--- config.mk ---
export PLATFORM = sky130hd
export DESIGN_NAME = fhct_queue
export DESIGN_NICKNAME = d
export VERILOG_FILES = /design/src/rtl/flow_hash_counter_table_assert.svh /design/src/rtl/fhct_queue.sv
export SDC_FILE = /design/constraint.sdc
export NUM_CORES = 1
export LEC_CHECK = 0
export BUFFER_PORTS_ARGS = -buffer_cell sky130_fd_sc_hd__buf_2
export CELL_PAD_IN_SITES_DETAIL_PLACEMENT = 0
export CELL_PAD_IN_SITES_GLOBAL_PLACEMENT = 1
export CORE_UTILIZATION = 40
export DETAILED_ROUTE_END_ITERATION = 7
export PLACE_DENSITY = 0.83
export SKIP_LAST_GASP = 1
export SYNTH_ARGS = -nofsm -noshare
export SYNTH_HDL_FRONTEND = slang
export SYNTH_SLANG_ARGS = --single-unit
--- constraint.sdc ---
create_clock -name clock -period 1.7 [get_ports clock]
set_input_delay 0.17 -clock clock [delete_from_list [all_inputs] [get_ports clock]]
set_output_delay 0.17 -clock clock [all_outputs]
set_load 0.01 [all_outputs]
--- src/rtl/flow_hash_counter_table_assert.svh ---
// Assertion macros for the flow table RTL, included by the top level
`ifndef FLOW_HASH_COUNTER_TABLE_ASSERT_SVH
`define FLOW_HASH_COUNTER_TABLE_ASSERT_SVH
`ifndef SYNTH
`define FHCT_ASSERT_IMPLY(lbl, clk, rst, ante, cons) \
   lbl: assert property (@(posedge clk) disable iff (rst) (ante) |-> (cons)) \
      else $error("%m: implication check failed");
`define FHCT_ASSERT_NEXT(lbl, clk, rst, ante, cons) \
   lbl: assert property (@(posedge clk) disable iff (rst) (ante) |=> (cons)) \
      else $error("%m: next-cycle check failed");
`else
`define FHCT_ASSERT_IMPLY(lbl, clk, rst, ante, cons)
`define FHCT_ASSERT_NEXT(lbl, clk, rst, ante, cons)
`endif
`endif

--- src/rtl/fhct_queue.sv ---
// Two-entry queue between front and back
module fhct_queue #(
   parameter int DATA_W = 8
) (
   input  logic              clock,
   input  logic              reset,
   input  logic              push_valid,
   output logic              push_ready,
   input  logic [DATA_W-1:0] push_data,
   output logic              pop_valid,
   input  logic              pop_ready,
   output logic [DATA_W-1:0] pop_data
);

   logic [DATA_W-1:0] slot_ff [2];
   logic wr_ptr_ff, rd_ptr_ff;
   logic [1:0] count_ff;
   logic push, pop;

   assign push_ready = (count_ff != 2'd2);
   assign pop_valid = (count_ff != 2'd0);
   assign push = push_valid && push_ready;
   assign pop = pop_valid && pop_ready;
   assign pop_data = slot_ff[rd_ptr_ff];

   always_ff @(posedge clock) begin
      if (reset) begin
         wr_ptr_ff <= 1'b0;
         rd_ptr_ff <= 1'b0;
         count_ff <= '0;
      end else begin
         if (push) wr_ptr_ff <= ~wr_ptr_ff;
         if (pop) rd_ptr_ff <= ~rd_ptr_ff;
         count_ff <= count_ff + 2'(push) - 2'(pop);
      end
      if (push) slot_ff[wr_ptr_ff] <= push_data;
   end

endmodule

==> results.toml <==
[run_status]
result_of_the_run = "finished clean"

[worst_setup_path]
worst_stage_delay_on_the_critical_path_ps = 380
timing.critical_path.slowest_stage_cell = "sky130_fd_sc_hd__dfxtp_1"
critical_path.startpoint_type = "register"
worstPathCellList = "nand2b_2, nand2_2, ha_1, inv_1, ha_1, xor2_1, xnor2_1, nor2_1"
cp.arrival_ps = 1730
worst-endpoint-required_ps = 1890
crit_path_start = "count_ff[0]"
worstPathMaxFanout = 4
timing.reg2reg.setup_slack_ps = 160
worst-setup-path-type = "register to register"
critical_path.reg2reg.startpoint = "count_ff[0]"
crit_top_cell = "sky130_fd_sc_hd__ha_1"
timing.critical_path.to_type = "register"

[sta]
timing.final.hold_violations = 0
finalMaxSlewViolations = 0
finalWorstPathRequiredPeriod_ps = 1540
fin_crit_sh = 0.908
finalSetupTns_ps = 0
setup_viol = 0
slew_headroom = 0.743
rsz0062_at_grt = "no"
fin_worst_skew_ps = 3.64
achievable-frequency_mhz = 648
worst_slew_pin_slew_ps = 386
fin_ws_ps = 157
whs_ps = 64.5

[logic_synthesis]
proportion_of_netlist_area_held_by_the_largest_area_contributor = 0.591
synthTopCellsByArea = "sky130_fd_sc_hd__edfxtp_1 (59%), sky130_fd_sc_hd__dfxtp_1 (12%), sky130_fd_sc_hd__mux2_1 (11%)"
synth.avg_cell_area_sq_um = 16.6
ys_warn_count = 0
mappedNetlistArea_sq_um = 813
synth_seq_area_share = 0.714
synth_top_cell_by_area = "sky130_fd_sc_hd__edfxtp_1"
synth.distinct_cells = 16
ys_seq_elements = 21
synth.net_count = 63
cells_after_synth = 49

[cells_and_area]
layout-drive-gt1-share = 0.392
finish.instance_area_sq_um = 978
layout_common_cells = "sky130_fd_sc_hd__buf_2 (21), sky130_fd_sc_hd__edfxtp_1 (16), sky130_fd_sc_hd__mux2_1 (8), sky130_fd_sc_hd__nor2_1 (5), sky130_fd_sc_hd__dfxtp_1 (5)"
final_non_filler_cell_total = 99
n_antenna_cell = 0
design.final.nets = 89
mostFrequentLayoutCell = "sky130_fd_sc_hd__buf_2"
layout-area-overhead-vs-synth_pct = 20.3

[clocking]
postCtsSetupRepairBufs = 0
root_buffer = "sky130_fd_sc_hd__clkbuf_4"
clockBufferDepth = 2
tritoncts.num_buffers = 3
cts.htree.levels = 1
cts_tree = "done"
ctsHoldBuffers = 0
clock-sinks = 21
clk_pin_slew_worst_paths_ps = 110
cts_resized = 0
clock_latency_at_the_later_pin_of_the_worst_skew_pair_ps = 280

[floorplanning]
core_region_area_sq_mm = 0.00182
fp.dieArea_sq_mm = 0.00222
io_pins = 22
die_height_microns = 47.1
core.rowCount = 15
fp.dieW_microns = 47.1
initial_utilization = 0.447

[placement]
finalWeightedCongestion = 0.636
placed_area_sq_um = 952
place.detailed.instances = 95
detailedPlacementHpwl_microns = 847
place_ws_ps = 157
portBuffers = 21

[routing]
route.detailed.wl_per_inst_microns = 11.6
drt_first_iter_violations = 1
routed_wirelength_mm = 1.15
detail-route-antenna-nets = 0
drc = 0
avgViaCountPerCell = 4.49
detailroute.via_count = 445
drt_pre_antenna_iters = 3

[pwr]
seq_power_share = 0.542
power.density_mw_per_mm2 = 1350
internal_power_uw = 947
part_of_the_total_power_dissipated_in_combinational_logic = 0.290
netSwitchingFraction = 0.283
total_switching_power_uw = 373
share_clk_of_total_power = 0.168
static-leakage-power_uw = 0.000398
vdd_ir_drop_max_uv = 740

[grt]
first_global_vias = 419
grt_pass1_wl_mm = 1.73
groute.usage.overall = 0.119
overflow = 0
grt_antenna_before_repair = 0
grt_max_degree = 12

[min_path]
hold_path_startpoint = "push_data[2]"
hold_path.class = "input pin to register"

[job]
cap_viol_max_count = 0
[cells in the mapped netlist]
| master | count |
|---|---|
| sky130_fd_sc_hd__buf_2 | 1 |
| sky130_fd_sc_hd__mux2_4 | 1 |
| sky130_fd_sc_hd__edfxtp_1 | 16 |
| sky130_fd_sc_hd__mux2_1 | 8 |
| sky130_fd_sc_hd__nand2b_2 | 1 |
| sky130_fd_sc_hd__nor2b_1 | 2 |
| sky130_fd_sc_hd__or2_1 | 1 |
| sky130_fd_sc_hd__xnor2_1 | 2 |
| sky130_fd_sc_hd__ha_1 | 2 |
| sky130_fd_sc_hd__inv_1 | 1 |
| sky130_fd_sc_hd__xor2_1 | 1 |
| sky130_fd_sc_hd__nand2_2 | 1 |
| sky130_fd_sc_hd__and3_1 | 1 |
| sky130_fd_sc_hd__o21a_2 | 1 |
| sky130_fd_sc_hd__dfxtp_1 | 5 |
| sky130_fd_sc_hd__nor2_1 | 5 |
[power by group through the flow]
stage / logic, uW / registers, uW / clock network [uW]
2_1_floorplan: 290 / 693 / 0
3_3_place_gp: 383 / 724 / 0
3_5_place_dp: 389 / 729 / 0
4_1_cts: 393 / 718 / 229
5_1_grt: 427 / 731 / 244
6_report: 383 / 716 / 221
[state kept, by name, summed over array words and instances (netlist names), named ones only]
| register | count |
|---|---|
| count_ff | 2 |
| rd_ptr_ff | 1 |
| slot_ff | 16 |
| wr_ptr_ff | 1 |
[worst paths after layout]
check / endpoint / depth (start not counted)
min: slot_ff[0][2] / 1
min reg2reg: register / 2
max reg2reg: count_ff[1] / 8
max: count_ff[1] / 8
[routing by layer]
layer	track usage	part of all wire	vias to the layer above
met5	0	0	-
met4	0.0514	0.0087	0
met3	0.0423	0.069	2
met2	0.222	0.50	15
met1	0.117	0.42	205
li1	-	-	223
[cell families after synthesis]
family,Yosys count,synth area share
mux,9,0.129
simple gates,11,0.0723
compound gates,1,0.0108
buf+inv,2,0.0108
flops,21,0.714
xor+xnor,3,0.0323
fa+ha+maj,2,0.0308
[per-stage QoR]
stage | power [uW] | util
after global placement | 1110 | 0.523
after detailed placement | 1120 | 0.523
after CTS | 1340 | 0.537
after floorplan | 983 | -
after global routing | 1400 | 0.537
final | 1320 | 0.537
[critical path: cells and delay by family, from the launching register on]
kind	cells	cell delay, ps
adder cells (fa/ha/maj)	2	440
flip-flops	1	380
AND/OR/NAND/NOR	3	290
XOR/XNOR	2	280
buffers and inverters	1	40
[cell type report]
cell class | count | area, sq um
Multi-Input combinational cell | 26 | 224
Timing Repair Buffer | 22 | 113
Inverter | 1 | 3.75
Tap cell | 25 | 31.3
Clock buffer | 4 | 26.3
Sequential cell | 21 | 581
Fill cell | 168 | 842
Note: power is estimated with default switching activity, not from simulation.
