--- config.mk ---
export PLATFORM = sky130hd
export DESIGN_NAME = fhct_front
export DESIGN_NICKNAME = d
export VERILOG_FILES = /design/src/rtl/flow_hash_counter_table_assert.svh /design/src/rtl/fhct_pkg.sv /design/src/rtl/fhct_front.sv
export SDC_FILE = /design/constraint.sdc
export NUM_CORES = 1
export LEC_CHECK = 0
export BUFFER_PORTS_ARGS = -buffer_cell sky130_fd_sc_hd__clkbuf_2
export CORE_AREA = 2 2 331 333
export CTS_CLUSTER_SIZE = 25
export DETAILED_ROUTE_END_ITERATION = 16
export DIE_AREA = 0 0 333 335
export GPL_TIMING_DRIVEN = 0
export PLACE_DENSITY_LB_ADDON = 0.05
export SKIP_LAST_GASP = 1
export SYNTH_ARGS = -nofsm -noshare
export SYNTH_HDL_FRONTEND = slang
export SYNTH_SLANG_ARGS = --single-unit
--- constraint.sdc ---
create_clock -name clock -period 40.8 [get_ports clock]
set_clock_uncertainty 0.1 [all_clocks]
set_input_delay 4.08 -clock clock [delete_from_list [all_inputs] [get_ports clock]]
set_output_delay 4.08 -clock clock [all_outputs]
set_load 0.005 [all_outputs]
--- src/rtl/flow_hash_counter_table_assert.svh ---
// Assertion macros for the flow table RTL, included by the top level
`ifndef FLOW_HASH_COUNTER_TABLE_ASSERT_SVH
`define FLOW_HASH_COUNTER_TABLE_ASSERT_SVH
`ifndef SYNTH
`define FHCT_ASSERT_IMPLY(lbl, clk, rst, ante, cons) \
   lbl: assert property (@(posedge clk) disable iff (rst) (ante) |-> (cons)) \
      else $error("%m: implication check failed");
`define FHCT_ASSERT_NEXT(lbl, clk, rst, ante, cons) \
   lbl: assert property (@(posedge clk) disable iff (rst) (ante) |=> (cons)) \
      else $error("%m: next-cycle check failed");
`else
`define FHCT_ASSERT_IMPLY(lbl, clk, rst, ante, cons)
`define FHCT_ASSERT_NEXT(lbl, clk, rst, ante, cons)
`endif
`endif

--- src/rtl/fhct_pkg.sv ---
// Types, constants and helpers of the flow hash counter table
package fhct_pkg;

   localparam int BUCKETS_DEFAULT = 1024;
   localparam int WAYS_DEFAULT = 8;
   localparam logic [31:0] GOLDEN = 32'h9e3779b9;
   localparam int BIDX_W = 10;
   localparam int WIDX_W = 3;
   localparam int RCNT_W = 14;

   localparam logic [1:0] OP_LOOKUP = 2'd0;
   localparam logic [1:0] OP_ADD = 2'd1;
   localparam logic [1:0] OP_CLEAR = 2'd2;
   localparam logic [1:0] OP_NONE = 2'd3;

   typedef struct packed {
      logic [1:0]  opcode;
      logic [63:0] src_high;
      logic [63:0] src_low;
      logic [63:0] dst_high;
      logic [63:0] dst_low;
      logic [31:0] key_extra;
      logic [63:0] add_bytes;
      logic [63:0] add_packets;
   } req_type;

   typedef struct packed {
      logic              found;
      logic              inserted;
      logic              bucket_full;
      logic [BIDX_W-1:0] bucket_index;
      logic [WIDX_W-1:0] way_index;
      logic [63:0]       entry_bytes;
      logic [63:0]       entry_packets;
      logic [RCNT_W-1:0] record_count;
      logic [63:0]       total_bytes_out;
      logic [63:0]       total_packets_out;
   } rsp_type;

   typedef struct packed {
      logic [63:0] src_high;
      logic [63:0] src_low;
      logic [63:0] dst_high;
      logic [63:0] dst_low;
      logic [31:0] extra;
      logic [63:0] bytes;
      logic [63:0] packets;
   } entry_type;

   typedef struct packed {
      logic init_done;
   } back_stat_type;

   typedef enum logic [1:0] {
      F_IDLE,
      F_MIX,
      F_MOD,
      F_PUSH
   } front_state_type;

   typedef enum logic [2:0] {
      B_INIT,
      B_IDLE,
      B_VWAIT,
      B_SCAN,
      B_ECMP,
      B_UPDATE,
      B_CLEAR,
      B_RESULT
   } back_state_type;

   function automatic logic [31:0] pack_word(input logic [63:0] high);
      return {high[47:40], high[55:48], high[63:56], high[39:32]};
   endfunction

endpackage

--- src/rtl/fhct_front.sv ---
// Front end: accept requests and compute the bucket by mix hash and remainder
module fhct_front #(
   parameter int BUCKETS = fhct_pkg::BUCKETS_DEFAULT,
   localparam int BKT_W = (BUCKETS > 1) ? $clog2(BUCKETS) : 1
) (
   input  logic                    clock,
   input  logic                    reset,
   input  fhct_pkg::back_stat_type back_stat,
   input  logic                    req_valid,
   output logic                    req_ready,
   input  fhct_pkg::req_type       req_payload,
   output logic                    job_valid,
   input  logic                    job_ready,
   output fhct_pkg::req_type       job_req,
   output logic [BKT_W-1:0]        job_bucket
);

   localparam int SHIFT = 32 + BKT_W;
   localparam logic [63:0] RECIP_WIDE =
      ((64'd1 << SHIFT) + 64'(BUCKETS) - 64'd1) / 64'(BUCKETS);
   localparam logic [32:0] RECIP = RECIP_WIDE[32:0];

   fhct_pkg::front_state_type state_ff, state_in;
   fhct_pkg::req_type req_ff, req_in;
   logic [31:0] a_ff, a_in, b_ff, b_in, c_ff, c_in;
   logic [3:0] step_ff, step_in;
   logic [BKT_W-1:0] rem_ff, rem_in;
   logic [31:0] quot_ff, quot_in;
   logic [64:0] prod;
   logic [31:0] qd;

   always_comb begin
      state_in = state_ff;
      unique case (state_ff)
         fhct_pkg::F_IDLE: if (req_valid && req_ready) state_in = fhct_pkg::F_MIX;
         fhct_pkg::F_MIX: if (step_ff == 4'd8) state_in = fhct_pkg::F_MOD;
         fhct_pkg::F_MOD: if (step_ff == 4'd1) state_in = fhct_pkg::F_PUSH;
         fhct_pkg::F_PUSH: if (job_ready) state_in = fhct_pkg::F_IDLE;
         default: state_in = fhct_pkg::F_IDLE;
      endcase
   end

   always_comb begin
      req_in = req_ff;
      a_in = a_ff;
      b_in = b_ff;
      c_in = c_ff;
      step_in = step_ff;
      rem_in = rem_ff;
      quot_in = quot_ff;
      prod = '0;
      qd = '0;
      unique case (state_ff)
         fhct_pkg::F_IDLE: begin
            req_in = req_payload;
            a_in = fhct_pkg::GOLDEN + fhct_pkg::pack_word(req_payload.dst_high);
            b_in = fhct_pkg::GOLDEN + fhct_pkg::pack_word(req_payload.src_high);
            c_in = '0;
            step_in = '0;
         end
         fhct_pkg::F_MIX: begin
            case (step_ff)
               4'd0: a_in = (a_ff - b_ff - c_ff) ^ (c_ff >> 13);
               4'd1: b_in = (b_ff - c_ff - a_ff) ^ (a_ff << 8);
               4'd2: c_in = (c_ff - a_ff - b_ff) ^ (b_ff >> 13);
               4'd3: a_in = (a_ff - b_ff - c_ff) ^ (c_ff >> 12);
               4'd4: b_in = (b_ff - c_ff - a_ff) ^ (a_ff << 16);
               4'd5: c_in = (c_ff - a_ff - b_ff) ^ (b_ff >> 5);
               4'd6: a_in = (a_ff - b_ff - c_ff) ^ (c_ff >> 3);
               4'd7: b_in = (b_ff - c_ff - a_ff) ^ (a_ff << 10);
               4'd8: c_in = (c_ff - a_ff - b_ff) ^ (b_ff >> 15);
               default: c_in = c_ff;
            endcase
            step_in = (step_ff == 4'd8) ? 4'd0 : step_ff + 4'd1;
            rem_in = '0;
         end
         fhct_pkg::F_MOD: begin
            if (step_ff == 4'd0) begin
               prod = 65'(c_ff) * 65'(RECIP);
               quot_in = 32'(prod >> SHIFT);
            end else begin
               qd = quot_ff * 32'(BUCKETS);
               rem_in = BKT_W'(c_ff - qd);
            end
            step_in = (step_ff == 4'd1) ? 4'd0 : step_ff + 4'd1;
         end
         fhct_pkg::F_PUSH: step_in = '0;
         default: step_in = '0;
      endcase
   end

   always_ff @(posedge clock) begin
      if (reset) begin
         state_ff <= fhct_pkg::F_IDLE;
         step_ff <= '0;
      end else begin
         state_ff <= state_in;
         step_ff <= step_in;
      end
      req_ff <= req_in;
      a_ff <= a_in;
      b_ff <= b_in;
      c_ff <= c_in;
      rem_ff <= rem_in;
      quot_ff <= quot_in;
   end

   assign req_ready = (state_ff == fhct_pkg::F_IDLE) && back_stat.init_done;
   assign job_valid = (state_ff == fhct_pkg::F_PUSH);
   assign job_req = req_ff;
   assign job_bucket = rem_ff;

endmodule

==> results.sh, run 1 <==
export IMPL_status="complete, no violations"
export IMPL_synth_area_um2=28000
export IMPL_die_height_um=335
export IMPL_die_x_um=333
export IMPL_vias=22100
export IMPL_io_pins=853
export IMPL_ys_flop_type="edfxtp_1"
export IMPL_syn_inst=2195
export IMPL_die_area_um2=112000
export IMPL_tightest_slew_ns=1.41
export IMPL_firstDrtPassIters=6
export IMPL_cap_violations=0
export IMPL_grt_usage_pct=21.0
export IMPL_htree_levels=3
export IMPL_synth_fp_nets=2820
export IMPL_cpMostUsedCell="clkbuf_2"
export IMPL_finalCritPeriodShare_pct=21.1
export IMPL_cts_hold_fix_buffers=0
export IMPL_cts_root_buffer="clkbuf_16"
export IMPL_cts_clk_slew_worst_paths_ns=0.06
export IMPL_antenna_found_initial=9
export IMPL_register_area_um2=15900
export IMPL_hold_worst_slack_ns=0.394
export IMPL_ys_seq_area_share_pct=56.6
export IMPL_drtAntennaViolNets=0
export IMPL_crit_path_end_kind="output port"
export IMPL_drt_wirelength_per_cell_um=26.2
export IMPL_report_final_slew_viol_count=0
export IMPL_max_freq_ghz=0.116
export IMPL_worstSkewPairLatency_ns=0.65
export IMPL_area_growth_pct=30.9
export IMPL_cts_resized=0
export IMPL_worstPathRequired_ns=36.62
export IMPL_ys_warn_count=0
export IMPL_setup_tns_ns=0
export IMPL_worst_path_max_fanout=2
export IMPL_io_buffers=852
export IMPL_fin_nets=3754
export IMPL_synth_edf_count=524
export IMPL_core_um2=108000
export IMPL_layout_min_cycle_time_ns=8.60
export IMPL_crit_chain="clkbuf_2 > and2_1 > clkbuf_2"
export IMPL_worstSetupPathType="in -> out"
export IMPL_async_flop_share_pct=0
export IMPL_critical_path_arrival_ns=4.42
export IMPL_ys_seq_elements=530
export IMPL_dp_hpwl_um=98600
export IMPL_clk_path_buf_depth=3
export IMPL_setup_viol=0
export IMPL_crit_path_start_kind="primary input"
export IMPL_numCtsBuffers=70
export IMPL_hp_class="reg -> reg"
export IMPL_fillCellCount=11000
export IMPL_grt_pass1_wl_um=167000
export IMPL_hold_viol_final=0
export IMPL_vias_per_cell=4.80
export IMPL_rsz0062_at_grt="no"
export IMPL_cts_setup_buffers=0
export IMPL_route_detailed_drc=0
export IMPL_cts_sinks=530
export IMPL_cts_tree="built"
export IMPL_start_util_pct=25.9
export IMPL_fp_row_count=121
export IMPL_cpPeakStageDelay_ns=0.14
export IMPL_first_iter_violations=1637
export IMPL_gp_congestion=0.961
export IMPL_avgSynthCellArea_um2=12.8
export IMPL_multiInputGateArea_um2=11400
export IMPL_relSlewSlack_pct=5.80
export IMPL_drive_gt1_share_pct=31.4
export IMPL_synth_distinct_cells=82
export IMPL_grt_pass1_vias=22600
export IMPL_routed_wl_um=121000
export IMPL_grt_overflow=0
export IMPL_grt_max_degree=69
export IMPL_slowest_stage="and2_1"
metal layers:
layer	share of wire, %	global-route usage, %	vias up
met3	5.4	3.88	186
met2	51	37.0	851
met5	0.033	0	-
met4	3.4	7.54	6
met1	40	25.7	11100
li1	-	-	9978
path summary, 6_finish.rpt:
check	slack, ns	cells past startpoint	endpoint	from
worst max register to register	35.12	12	c_ff[31]$_SDFFCE_PN0P_	a_ff[3]$_DFFE_PP_
worst min register to register	0.39	1	step_ff[0]$_SDFF_PP0_	step_ff[0]$_SDFF_PP0_
worst min-delay path	0.39	1	step_ff[0]$_SDFF_PP0_	step_ff[0]$_SDFF_PP0_
worst max-delay path	32.20	3	req_ready	back_stat
cell usage in the layout, fill, tap and decap left out, types with 49 or more instances in the layout:
cell	Yosys	final
clkbuf_16	0	71
xor2_1	70	70
edfxtp_1	524	524
o21ai_0	73	73
xnor2_1	186	186
ha_1	109	108
fa_1	93	93
nand2_1	138	138
clkbuf_1	49	58
nor3_1	49	49
inv_1	140	140
clkbuf_2	0	853
nor2_1	139	139
a21oi_1	146	145
cells in the mapped netlist, types with 5 or more instances:
| cell type | number | area share (%) |
|---|---|---|
| o21ai_0 | 73 | 1.3 |
| nand3_1 | 40 | 0.71 |
| a211oi_1 | 14 | 0.38 |
| o211ai_1 | 13 | 0.35 |
| a222oi_1 | 10 | 0.36 |
| mux2_2 | 5 | 0.20 |
| a211o_1 | 8 | 0.25 |
| mux2i_1 | 21 | 0.75 |
| and2_1 | 26 | 0.58 |
| a221oi_1 | 11 | 0.34 |
| edfxtp_1 | 524 | 56 |
| a21oi_1 | 146 | 2.6 |
| a31oi_1 | 25 | 0.56 |
| inv_1 | 140 | 1.9 |
| xor2_1 | 70 | 2.2 |
| nand4_1 | 8 | 0.18 |
| o21a_1 | 16 | 0.43 |
| xnor2_1 | 186 | 5.8 |
| a22oi_1 | 23 | 0.62 |
| o31ai_1 | 11 | 0.29 |
| and3_1 | 17 | 0.38 |
| o221ai_1 | 11 | 0.34 |
| nor2b_1 | 5 | 0.11 |
| a221o_1 | 10 | 0.36 |
| nor3_1 | 49 | 0.88 |
| a21o_1 | 47 | 1.3 |
| or2_2 | 5 | 0.11 |
| nand2b_1 | 8 | 0.18 |
| dfxtp_1 | 6 | 0.43 |
| a21boi_0 | 7 | 0.19 |
| fa_1 | 93 | 6.6 |
| clkbuf_1 | 49 | 0.66 |
| or3_1 | 10 | 0.22 |
| nor2_1 | 139 | 1.9 |
| o41ai_1 | 6 | 0.19 |
| o21bai_1 | 12 | 0.32 |
| nand2_1 | 138 | 1.8 |
| ha_1 | 109 | 4.9 |
| o22ai_1 | 29 | 0.65 |
logic make-up after synthesis:
family / count (synthesis) / synth area share, %
muxes: 26 / 0.952
buffers and inverters: 199 / 2.73
adders and majority gates: 202 / 11.5
xor gates and xnor gates: 259 / 8.25
AOI/OAI and AO/OA: 519 / 12.5
and+or+nand+nor: 460 / 7.49
DFF: 530 / 56.6
sequential cells by signal (all words and copies together) (netlist names):
register / flops
b_ff: 32
state_ff: 2
job_bucket: 10
job_req: 418
c_ff: 32
a_ff: 32
step_ff: 4
cell type report:
type                    instances  area share, %
flip-flops and latches        530           43.2
multi-input cells            1466           31.2
repair buffers                862           12.3
clock buffers                  83           5.02
well taps                    1414           4.83
inverters                     141           1.44
clock inverters                41           1.26
plain buffers                  58          0.645
diodes                          4         0.0273
through the flow:
| step | utilization (%) | instances | worst slack (ns) | cell area, um^2 |
|---|---|---|---|---|
| after floorplan | - | 2195 | 25.70 | 28000 |
| final | 33.9 | 4599 | 32.20 | 36700 |
| after global placement | 31.5 | 4461 | 20.80 | 34000 |
| after global routing | 33.9 | 4595 | 32.17 | 36700 |
| after CTS | 33.9 | 4595 | 32.20 | 36700 |
| after detailed placement | 31.8 | 4471 | 32.20 | 34300 |
critical path, delay by kind of cell:
family / cells / cell delay, ns
buf+inv: 2 / 0.20
simple gates: 1 / 0.14
Power of run 1 is left out: the tool's default activity adds up to more than one toggle a clock period on the data nets, which glitch-free logic cannot reach.
==> run 2, diff against run 1 <==
Clock period 40.8 ns to 8.94 ns, I/O delays scaled along.
==> results.sh, run 2 (synthesis gave the netlist of run 1 again) <==
export IMPL_status="complete, no violations"
export IMPL_numCtsBuffers=70
export IMPL_worstSetupPathType="reg -> reg"
export IMPL_die_height_um=335
export IMPL_cts_setup_buffers=0
export IMPL_drt_wirelength_per_cell_um=26.0
export IMPL_start_util_pct=25.9
export IMPL_multiInputGateArea_um2=11400
export IMPL_relSlewSlack_pct=2.59
export IMPL_grt_pass1_wl_um=166000
export IMPL_worstSkewPairLatency_ns=0.66
export IMPL_die_x_um=333
export IMPL_fin_cells=4596
export IMPL_fp_row_count=121
export IMPL_layout_min_cycle_time_ns=5.61
export IMPL_area_growth_pct=30.7
export IMPL_first_iter_violations=1651
export IMPL_final_cell_mix="clkbuf_2, edfxtp_1, xnor2_1"
export IMPL_firstDrtPassIters=5
export IMPL_max_freq_ghz=0.178
export IMPL_core_um2=108000
export IMPL_io_buffers=852
export IMPL_finalCritPeriodShare_pct=62.8
export IMPL_crit_path_end_kind="register"
export IMPL_cts_clk_slew_worst_paths_ns=0.06
export IMPL_fin_nets=3754
export IMPL_fillCellCount=11000
export IMPL_grt_overflow=0
export IMPL_place_inst=4471
export IMPL_grt_usage_pct=20.8
export IMPL_hold_viol_final=0
export IMPL_gp_congestion=0.970
export IMPL_hp_class="in -> reg"
export IMPL_vias=22100
export IMPL_dp_hpwl_um=97600
export IMPL_dpl_cell_area_um2=34300
export IMPL_critical_path_arrival_ns=5.91
export IMPL_diodes=0
export IMPL_report_final_slew_viol_count=0
export IMPL_die_area_um2=112000
export IMPL_routed_wl_um=119000
export IMPL_cts_sinks=530
export IMPL_cts_root_buffer="clkbuf_16"
export IMPL_tightest_slew_ns=1.46
export IMPL_largest_register_ffs=418
export IMPL_crit_path_start_kind="register"
export IMPL_worst_path_max_fanout=6
export IMPL_mostFrequentLayoutCell="clkbuf_2"
export IMPL_cts_hold_fix_buffers=0
export IMPL_route_detailed_drc=0
export IMPL_io_pins=853
export IMPL_vias_per_cell=4.81
export IMPL_setup_viol=0
export IMPL_fin_area_um2=36600
export IMPL_cts_resized=0
export IMPL_antenna_found_initial=10
export IMPL_drtAntennaViolNets=0
export IMPL_drive_gt1_share_pct=31.2
export IMPL_rsz0062_at_grt="no"
export IMPL_grt_pass1_vias=22300
export IMPL_grt_max_degree=70
export IMPL_cap_violations=0
export IMPL_clk_path_buf_depth=3
export IMPL_htree_levels=3
export IMPL_register_area_um2=15900
export IMPL_cts_tree="built"
export IMPL_worstPathRequired_ns=9.24
export IMPL_fin_util_pct=33.9
-- run 2: cell types whose count changed in the layout (fill, tap and decap cells not counted) --
| cell | change |
|---|---|
| bufinv_16 | -1 |
| clkbuf_1 | +3 |
| clkbuf_16 | -1 |
| clkbuf_8 | -2 |
| clkinv_1 | +3 |
| clkinv_16 | +1 |
| clkinv_2 | +2 |
| clkinv_4 | -2 |
| clkinv_8 | -3 |
| clkinvlp_4 | -1 |
| diode_2 | -4 |
| inv_16 | +3 |
| inv_6 | -1 |
-- run 2: path summary, 6_finish.rpt --
path / startpoint / to / slack (ns) / cells past startpoint
min reg2reg: step_ff[0]$_SDFF_PP0_ / step_ff[0]$_SDFF_PP0_ / 0.40 / 1
max reg2reg: a_ff[5]$_DFFE_PP_ / c_ff[31]$_SDFFCE_PN0P_ / 3.33 / 12
min: req_payload[170] / job_req[170]$_DFFE_PP_ / 0.31 / 1
max: a_ff[5]$_DFFE_PP_ / c_ff[31]$_SDFFCE_PN0P_ / 3.33 / 12
-- run 2: per-layer routing --
| metal | track usage [%] | vias to the layer above | share of wire, % |
|---|---|---|---|
| li1 | - | 9969 | - |
| met1 | 25.3 | 11100 | 40 |
| met2 | 37.0 | 863 | 51 |
| met3 | 3.33 | 157 | 5.6 |
| met4 | 7.36 | 4 | 3.3 |
| met5 | 0 | - | 0.023 |
-- run 2: critical path, cell delays in order (launching register included) --
cell and delay (ns):
edfxtp_1 0.64, inv_1 0.26, fa_1 0.47, ha_1 0.42, a21oi_1 0.10, o21ai_0 0.74, a2111oi_1 0.20, o41ai_1 0.74
a221oi_1 0.25, o21ai_0 0.39, a21boi_0 0.28, o31ai_1 0.40, mux2_2 0.37
-- run 2: through the flow --
| step | setup TNS, ns | hold slack [ns] | setup WS [ns] |
|---|---|---|---|
| 2_1_floorplan | 0 | 0.345 | 0.543 |
| 3_3_place_gp | -390.46 | 0.369 | -4.41 |
| 3_5_place_dp | 0 | 0.402 | 3.54 |
| 4_1_cts | 0 | 0.260 | 3.51 |
| 5_1_grt | 0 | 0.276 | 3.23 |
| 6_report | 0 | 0.313 | 3.33 |
-- run 2: final cells by class --
type                            instances  area share, %
Tap cell                             1414           4.83
Clock buffer                           83           4.92
Timing Repair Buffer                  862           12.3
Multi-Input combinational cell       1466           31.2
Buffer                                 58          0.646
Inverter                              141           1.45
Sequential cell                       530           43.3
Clock inverter                         42           1.26
Power of run 2 is left out for the same reason.
==> run 3, diff against run 2 <==
Clock period 8.94 ns to 4.67 ns, I/O delays scaled along.
==> results.sh, run 3 (synthesis gave the netlist of run 1 again) <==
export IMPL_grt_usage_pct=21.7
export IMPL_grt_overflow=0
export IMPL_max_freq_ghz=0.213
export IMPL_crit_path_end_kind="register"
export IMPL_cap_violations=0
export IMPL_hold_viol_final=0
export IMPL_core_um2=108000
export IMPL_io_pins=853
export IMPL_report_final_slew_viol_count=0
export IMPL_drtAntennaViolNets=0
export IMPL_grt_pass1_vias=24500
export IMPL_final_cell_mix="clkbuf_2, edfxtp_1, dlygate4sd3_1"
export IMPL_register_area_um2=15900
export IMPL_numCtsBuffers=69
export IMPL_routed_wl_um=124000
export IMPL_drt_wirelength_per_cell_um=24.7
export IMPL_fp_row_count=121
export IMPL_cts_root_buffer="clkbuf_16"
export IMPL_mostFrequentLayoutCell="clkbuf_2"
export IMPL_cts_clk_slew_worst_paths_ns=0.07
export IMPL_io_buffers=852
export IMPL_setup_slack_ns=-0.0165
export IMPL_layout_min_cycle_time_ns=4.69
export IMPL_worstSkewPairLatency_ns=0.65
export IMPL_relSlewSlack_pct=5.98
export IMPL_critical_path_arrival_ns=4.95
export IMPL_antenna_found_initial=9
export IMPL_tightest_slew_ns=1.41
export IMPL_fin_nets=4190
export IMPL_grt_max_degree=72
export IMPL_crit_path_start_kind="register"
export IMPL_vias=23600
export IMPL_dp_hpwl_um=98600
export IMPL_status="complete, but fails checks"
export IMPL_start_util_pct=25.9
export IMPL_gp_congestion=0.931
export IMPL_worstSetupPathType="reg -> reg"
export IMPL_firstDrtPassIters=6
export IMPL_violations="setup timing"
export IMPL_rsz0062_at_grt="yes"
export IMPL_area_growth_pct=46.6
export IMPL_route_detailed_drc=0
export IMPL_finalCritPeriodShare_pct=100
export IMPL_worstPathRequired_ns=4.94
export IMPL_cts_tree="built"
export IMPL_die_height_um=335
export IMPL_vias_per_cell=4.70
export IMPL_hp_class="in -> reg"
export IMPL_die_x_um=333
export IMPL_htree_levels=3
export IMPL_drive_gt1_share_pct=29.1
export IMPL_place_ws_ns=-0.849
export IMPL_clk_path_buf_depth=3
export IMPL_fillCellCount=10700
export IMPL_worst_path_max_fanout=10
export IMPL_die_area_um2=112000
export IMPL_setup_viol=1
export IMPL_cts_sinks=530
export IMPL_first_iter_violations=1619
export IMPL_largest_register_ffs=418
export IMPL_grt_pass1_wl_um=175000
export IMPL_multiInputGateArea_um2=11600
-- run 3: cell count changes in the layout (fill, tap and decap cells not counted), sizes merged --
cell | previous run | this run
clkinv | 27 | 30
clkinvlp | 4 | 6
buf | 19 | 49
diode | 0 | 1
dlygate4sd3 | 0 | 411
inv | 146 | 139
clkbuf | 984 | 980
bufinv | 6 | 5
-- run 3: through the flow --
stage / util, % / instances / hold WS (ns) / instance area (um^2) / setup TNS [ns]
floorplan: - / 2195 / 0.345 / 28100 / -75.06
detailed placement: 31.7 / 4468 / 0.381 / 34300 / -4.45
finish: 38.0 / 5031 / 0.0488 / 41000 / -0.0165
global placement: 31.5 / 4461 / 0.371 / 34100 / -467.96
CTS: 37.8 / 5016 / 0.00439 / 40800 / -0.0870
global route: 38.0 / 5031 / 0.0284 / 41000 / -0.127
-- run 3: critical path, stage by stage, from the launching register on --
cell,delay (ns)
edfxtp_1,0.44
inv_1,0.30
fa_1,0.60
ha_2,0.52
o21ai_0,0.21
nand2_1,0.15
a31oi_1,0.14
o41ai_2,0.53
a221oi_1,0.23
o21ai_1,0.33
a21boi_2,0.15
o31ai_1,0.33
mux2_2,0.37
-- run 3: worst paths after layout --
path                                  to  cells after the start                  start  slack [ns]
setup / recovery  c_ff[31]$_SDFFCE_PN0P_                     12     b_ff[11]$_DFFE_PP_       -0.02
hold / removal    job_req[411]$_DFFE_PP_                      1       req_payload[411]        0.05
setup reg to reg  c_ff[31]$_SDFFCE_PN0P_                     12     b_ff[11]$_DFFE_PP_       -0.02
hold reg to reg    step_ff[0]$_SDFF_PP0_                      1  step_ff[0]$_SDFF_PP0_        0.39
-- run 3: area by class of cell --
cell class	count	share of cell area [%]
Clock inverter	39	0.960
Multi-Input combinational cell	1466	28.3
Clock buffer	83	4.39
Inverter	141	1.33
Timing Repair Buffer	1303	21.6
Sequential cell	530	38.6
Antenna cell	1	0.00610
Tap cell	1414	4.31
Buffer	54	0.543
-- run 3: layer usage --
metal	global-route usage (%)	wire length [um]
met1	26.4	50100
met2	37.8	62100
met3	4.01	6890
met4	8.58	5020
met5	0	25
-- run 3: timing repair --
action	in CTS	in global routing
endpoints found under the setup margin	21	19
setup buffers	16	15
endpoints found under the hold margin	413	0
hold buffers	411	0
gates resized for setup	24	15
pin swaps	1	1
gates cloned	0	0
Power of run 3 is left out for the same reason.
